File: src/rtl/wft_pkg.sv
// Shared constants, types and handshake structs of the word frequency block.
package wft_pkg;

	localparam int MAX_WORDS  = 1024;
	localparam int WORD_CHARS = 64;
	localparam int TOP_COUNT  = 10;

	localparam int IDX_W      = $clog2(MAX_WORDS);
	localparam int USED_W     = $clog2(MAX_WORDS + 1);
	localparam int LEN_W      = $clog2(WORD_CHARS + 1);
	localparam int CHAR_IDX_W = (WORD_CHARS > 1) ? $clog2(WORD_CHARS) : 1;
	localparam int RANK_W     = (TOP_COUNT > 1) ? $clog2(TOP_COUNT) : 1;

	localparam int KIND_W     = 2;
	localparam int ENTRY_W    = 10;
	localparam int COUNT_W    = 32;
	localparam int RANK_OUT_W = 4;

	localparam logic [COUNT_W-1:0] COUNT_MAX = '1;

	typedef logic [WORD_CHARS-1:0][7:0] word_row_t;

	typedef enum logic [KIND_W-1:0] {
		KIND_COUNTED = 2'd0,
		KIND_FULL    = 2'd1,
		KIND_RANKED  = 2'd2
	} kind_t;

	localparam logic OP_CHAR   = 1'b0;
	localparam logic OP_REPORT = 1'b1;

	typedef enum logic [1:0] {
		RES_HIT,
		RES_MISS,
		RES_RANK
	} res_sel_t;

	typedef enum logic [2:0] {
		ST_IDLE,
		ST_SEARCH,
		ST_HIT_OUT,
		ST_MISS_OUT,
		ST_RPT_SCAN,
		ST_RPT_OUT
	} state_t;

	typedef struct packed {
		logic     char_wr;
		logic     scan_clr;
		logic     scan_run;
		logic     rank_clr;
		logic     rank_inc;
		logic     emit;
		res_sel_t res_sel;
	} wft_cmd_t;

	typedef struct packed {
		logic match;
		logic scan_done;
		logic out_free;
		logic rank_last;
	} wft_stat_t;

endpackage

File: src/rtl/wft_ctrl.sv
// Controller state machine: sequences character writes, table search and report passes.
module wft_ctrl import wft_pkg::*; (
	input  logic      clk,
	input  logic      arst_n,
	input  logic      item_valid,
	input  logic      op,
	input  logic      last_char,
	output logic      item_ready,
	input  wft_stat_t stat,
	output wft_cmd_t  cmd
);

	state_t state_q, state_d;

	always_ff @(posedge clk or negedge arst_n) begin
		if (!arst_n) begin
			state_q <= ST_IDLE;
		end else begin
			state_q <= state_d;
		end
	end

	always_comb begin
		state_d    = state_q;
		cmd        = '0;
		cmd.res_sel = RES_HIT;
		item_ready = 1'b0;
		unique case (state_q)
			ST_IDLE: begin
				item_ready = 1'b1;
				if (item_valid) begin
					if (op == OP_REPORT) begin
						cmd.scan_clr = 1'b1;
						cmd.rank_clr = 1'b1;
						state_d      = ST_RPT_SCAN;
					end else begin
						cmd.char_wr = 1'b1;
						if (last_char) begin
							cmd.scan_clr = 1'b1;
							state_d      = ST_SEARCH;
						end
					end
				end
			end
			ST_SEARCH: begin
				cmd.scan_run = 1'b1;
				priority if (stat.match) begin
					state_d = ST_HIT_OUT;
				end else if (stat.scan_done) begin
					state_d = ST_MISS_OUT;
				end
			end
			ST_HIT_OUT: begin
				cmd.res_sel = RES_HIT;
				if (stat.out_free) begin
					cmd.emit = 1'b1;
					state_d  = ST_IDLE;
				end
			end
			ST_MISS_OUT: begin
				cmd.res_sel = RES_MISS;
				if (stat.out_free) begin
					cmd.emit = 1'b1;
					state_d  = ST_IDLE;
				end
			end
			ST_RPT_SCAN: begin
				cmd.scan_run = 1'b1;
				if (stat.scan_done) begin
					state_d = ST_RPT_OUT;
				end
			end
			ST_RPT_OUT: begin
				cmd.res_sel = RES_RANK;
				if (stat.out_free) begin
					cmd.emit = 1'b1;
					if (stat.rank_last) begin
						state_d = ST_IDLE;
					end else begin
						cmd.rank_inc = 1'b1;
						cmd.scan_clr = 1'b1;
						state_d      = ST_RPT_SCAN;
					end
				end
			end
			default: begin
				state_d = ST_IDLE;
			end
		endcase
	end

endmodule

File: config.mk
export PLATFORM = sky130hd
export DESIGN_NAME = wft_ctrl
export DESIGN_NICKNAME = d
export VERILOG_FILES = /design/src/rtl/wft_pkg.sv /design/src/rtl/wft_ctrl.sv
export SDC_FILE = /design/constraint.sdc
export NUM_CORES = 1
export LEC_CHECK = 0
export BUFFER_PORTS_ARGS = -buffer_cell sky130_fd_sc_hd__buf_2
export CAP_MARGIN = 20
export CORE_AREA = 2 2 39 41
export CTS_BUF_LIST = sky130_fd_sc_hd__clkbuf_4
export DETAILED_ROUTE_END_ITERATION = 16
export DIE_AREA = 0 0 41 43
export PLACE_DENSITY = 0.62
export SYNTH_ARGS = -nofsm -noshare
export SYNTH_HDL_FRONTEND = slang
export SYNTH_SLANG_ARGS = --single-unit
File: constraint.sdc
create_clock -name clk -period 1.7 [get_ports clk]
set_input_delay 0.17 -clock clk [delete_from_list [all_inputs] [get_ports clk]]
set_output_delay 0.17 -clock clk [all_outputs]
set_load 0.01 [all_outputs]
Word level (Yosys, flattened, before mapping)

Cells that the tools add are included.

Equal/unequal tests: 11
Muxes and demuxes: 27
Reduce and logical (&&, ||, !) cells: 4

Operators with widths:

| kind                                                             | number |
|---|---|
| 3-bit 2-to-1 mux                                                 | 9 |
| 3-bit one-hot mux with 5 select lines                            | 1 |
| 1-bit 2-to-1 mux                                                 | 13 |
| 3-bit one-hot mux with 3 select lines                            | 1 |
| 3-bit by 2-bit == test with 1-bit output (second input constant) | 2 |
| 3-bit == test (second input constant)                            | 2 |
| 2-bit != test (second input constant)                            | 3 |
| 3-bit != test (second input constant)                            | 2 |
| 6-bit AND reduction                                              | 1 |
| 2-bit 2-to-1 mux                                                 | 2 |
| 2-bit OR reduction                                               | 2 |
| 3-bit by 1-bit == test with 1-bit output (second input constant) | 1 |
| 3-bit logical NOT                                                | 1 |
| 2-bit by 1-bit != test with 1-bit output (second input constant) | 1 |
| 1-bit one-hot mux with 2 select lines                            | 1 |

Flip-flop bits (word level): 3
Bits of input ports: 9
Output and inout port bits: 9
Word-level logic and storage cells: 43

Depth between registers and ports, before layout

Depth in word-level cells: 4
Gate-level depth with buffers: 5
Mapped depth without buffers: 4

Worst setup path after synthesis

OpenSTA, ideal clock, no wires.

Path type: flip-flop to flip-flop
Start point: register state_q[1]
End point: register state_q[2]
Library setup time: 0.125 ns
Data arrival time: 1.323 ns
Data required time: 1.575 ns
Setup slack: 0.252 ns
Stages on the path, launching flop included: 6
Path buffers: 1
Period minus slack after synthesis: 1.448 ns
Path through: dfrtp_1 > buf_6 > and3b_4 > a21oi_2 > o211ai_2 > mux2_4

Cells in the longest elaborated chain, start to end: 4
Elaborated cells on any way between the ends: 15
Classes of those cells: 11 x eq/ne; 1 x mux; 3 x reduce/logical

Ends and longest elaborated chain:

| element                                            | line           | text |
|---|---|---|
| start, declared                                    | wft_ctrl.sv:13 | `state_t state_q, state_d;` |
| start signal, assigned                             | wft_ctrl.sv:19 | `state_q <= state_d;` |
| 3-bit by 2-bit == test with 1-bit output           | wft_ctrl.sv:28 | `unique case (state_q)` |
| 2-bit OR reduction (no line)                       | --             |  |
| 2-bit by 1-bit != test with 1-bit output (no line) | --             |  |
| 6-bit AND reduction (no line)                      | --             |  |

Several ways; a longest one is shown, not always the timed one.
A chain may end at the register's enable or synchronous reset.

==> key figures <==
Logic synthesis
  • Leading post-synthesis cells by cell area: dfrtp_1 23%, buf_6 10%, nor2_1 6.8%
  • Netlist cell types: 24
  • Register area share after synthesis: 22.81%
  • Top cell type's share of synthesized area: 22.81%
  • Yosys reg bits: 3
  • Largest family of logic cells by synthesized area: simple AND/OR/NAND/NOR gates
  • Mux share of post-synthesis cell area: between 7 and 8%
  • Top cell type by total area after synthesis: dfrtp_1
  • Complex-gate fraction of the synthesized area: between 15 and 20%
  • Synth Area per Inst: between 8 and 9 um2
  • Post-Synth Simple-Gate Area: a little over a third
  • YS warnings: 0
  • Post-synthesis adder-cell area fraction: 0%
  • Post-Synth XOR/XNOR Area: about 2.7%
  • Synthesized area: 329.1 um2
  • Syn_nets: 49
  • Syn Inst Count: 40

STA
  • RSZ-0062 raised after global routing: false
  • Fmax achieved: 606.5 MHz
  • Worst Max-Slew Pin Slew: 0.3319 ns
  • Clk_skew: ~0.0018 ns
  • Max_slew headroom: between 70% and 80%
  • Final period util: just under 100%
  • Hold WS: between 0.2 and 0.3 ns
  • Final hold viol count: 0
  • Setup TNS: 0 ns
  • Final worst slack: a little over 0.05 ns
  • Tmin final: ~1.6 ns
  • Final count of negative-setup-slack endpoints: 0
  • Final Max Tran Viols: 0

Setup path
  • Critical Setup Path Class: reg2out
  • CP bufs+invs: 1
  • CP Data Arrival Time: 1.48 ns
  • CP max stage cell: dfrtp_2
  • Critical path data required time: around 1.5 ns
  • Crit path max-delay family: simple AND/OR/NAND/NOR gates
  • Crit. End Element: primary output
  • Worst-path maximum fanout: 4
  • Cell Chain, Critical Path: and3b_4 -> and3b_2 -> or2_2 -> buf_2
  • CP max stage delay: 0.42 ns
  • Startpoint Class: flip-flop

Detailed routing
  • DRC: 0
  • Routed WL: about 820 um
  • Wire length per cell: 10.11 um
  • First DRT Iteration DRCs: 8
  • DRT antenna net count: 0
  • Via density: roughly 4.4
  • Via count: ~360
  • TritonRoute pass-1 iters: 3

Die
  • # rows: 14
  • I/O pins: 18
  • Chip Width: between 40 and 50 um
  • Initial Util: 23.78%
  • Die area: around 1800 um2
  • Die height: ~43 um
  • Core ar.: 1384 um2

Placement
  • Post-DP HPWL: approximately 600 um
  • Worst-case setup slack after placement: about 0.18 ns
  • PortBufs: 17
  • GPL Wtd Cong: ~0.74

CTS
  • Clock H-tree levels: 1
  • Clock latency on the worst-skew pair: between 0.2 and 0.25 ns
  • CTS Buf Count: 3
  • CTS root buffer: clkbuf_4
  • Number of clock sinks: 3
  • CTS tree: done
  • CTS Buffer Depth: 2
  • Clock transition at path regs: around 0.04 ns

Cells and area
  • Area added between synthesis and finish: 48.67%
  • Largest regs: state_q (3)
  • Commonest non-fill, non-tap cell in the layout: buf_2
  • Largest Register: state_q
  • Max reg flops: 3
  • Layout cell share with drive strength beyond 1: 60.00%
  • Most frequent cells in the layout: 17 x buf_2, 6 x nor2_1, 6 x buf_4, 4 x clkbuf_4
  • NumNets Final: 75
  • # diodes: 0
  • Fill count: ~160
  • Final Util: 35.35%

Global routing
  • Initial antenna violation count: 0
  • Pin count of the biggest net entering global routing: 11
  • GRT Util Overall: 10.97%
  • First-pass GRT wire length: between 1000 and 1500 um
  • Vias in the first global route: approximately 330
  • Overflow after GRT: 0

Power and ir drop
  • Power Total: ~0.89 mW
  • Pleak: 0.2608 nW
  • Maximum VDD drop: about 480 uV
  • Pwr per Cell Area: between 1500 and 2000 nW/um2

Job
  • Max-cap violations: 0

Worst hold path
  • Hold WC Path Type: in2async

Outcome
  • Outcome: completed
routing by layer:
metal	track usage (%)	wire, um	up-vias
li1	-	-	185
met1	13.59	391	162
met2	16.25	379	10
met3	6.283	49	0
met4	2.000	0	0
met5	0	0	-
report_power, final:
| part | total (mW) | internal [mW] | switching, mW |
|---|---|---|---|
| Sequential | 0.145 | 0.112 | 0.0331 |
| Combinational | 0.603 | 0.309 | 0.294 |
| Clock | 0.143 | 0.104 | 0.0391 |
stage by stage:
| step | std cells | cell area (um2) |
|---|---|---|
| after detailed placement | 72 | 415.4 |
| after global placement | 72 | 415.4 |
| final | 81 | 489.2 |
| after global routing | 81 | 489.2 |
| after floorplan | 40 | 329.1 |
| after CTS | 78 | 466.7 |
what timing repair did:
item                                    CTS  global route
hold endpoints to repair                  3             0
pin swaps                                 0             0
endpoints found under the setup margin    1             1
resized for setup                         3             0
hold buffers                              1             0
buffers inserted                          1             3
worst paths after layout:
check / start / end / slack (ns) / depth (start not counted)
hold / removal: arst_n / state_q[1]$_DFFE_PN0P_ / 0.26 / 2
setup reg to reg: state_q[2]$_DFFE_PN0P_ / state_q[2]$_DFFE_PN0P_ / 0.18 / 5
min in group clk: stat[1] / state_q[1]$_DFFE_PN0P_ / 0.31 / 4
setup / recovery: state_q[0]$_DFFE_PN0P_ / cmd[6] / 0.05 / 4
hold reg to reg: state_q[2]$_DFFE_PN0P_ / state_q[1]$_DFFE_PN0P_ / 0.62 / 2
max in group asynchronous: arst_n / state_q[2]$_DFFE_PN0P_ / 1.32 / 2
worst register-to-register path, cell delays in order (launching register included):
cell	delay, ns
dfrtp_2	0.40
buf_4	0.17
nor3b_1	0.31
o21ai_2	0.10
o211ai_2	0.10
mux2_4	0.32
final cells by class:
type	instances	area (um2)	area share [%]
clock buffers	4	30.03	6.138
inverters	3	11.26	2.302
multi-input cells	31	209.0	42.71
flip-flops and latches	3	78.83	16.11
well taps	16	20.02	4.092
repair buffers	24	140.1	28.64
synth_stat cells:
cell and n:
and3_1 1, nor2b_1 2, inv_1 3, and3b_2 1, dfrtp_1 3, nor3_2 1
nor2_1 6, xnor2_1 1, a31oi_1 1, buf_6 3, and2b_2 1, nor3_1 1
o211ai_2 1, nor3b_1 1, o21ai_2 1, or2_2 1, mux2_4 1, a21oi_2 1
a21oi_1 2, and3b_4 1, nor4_1 1, nand2_1 3, mux2i_1 1, o21ai_0 2
cells by family (layout without fill, tap and decap cells):
logic type / Yosys count / in the layout
AO/OA/AOI/OAI: 8 / 8
XOR/XNOR: 1 / 1
buffers and inverters: 6 / 31
flip-flops: 3 / 3
multiplexers: 2 / 2
AND/OR/NAND/NOR: 20 / 20
Note: power is estimated with default switching activity, not from simulation.
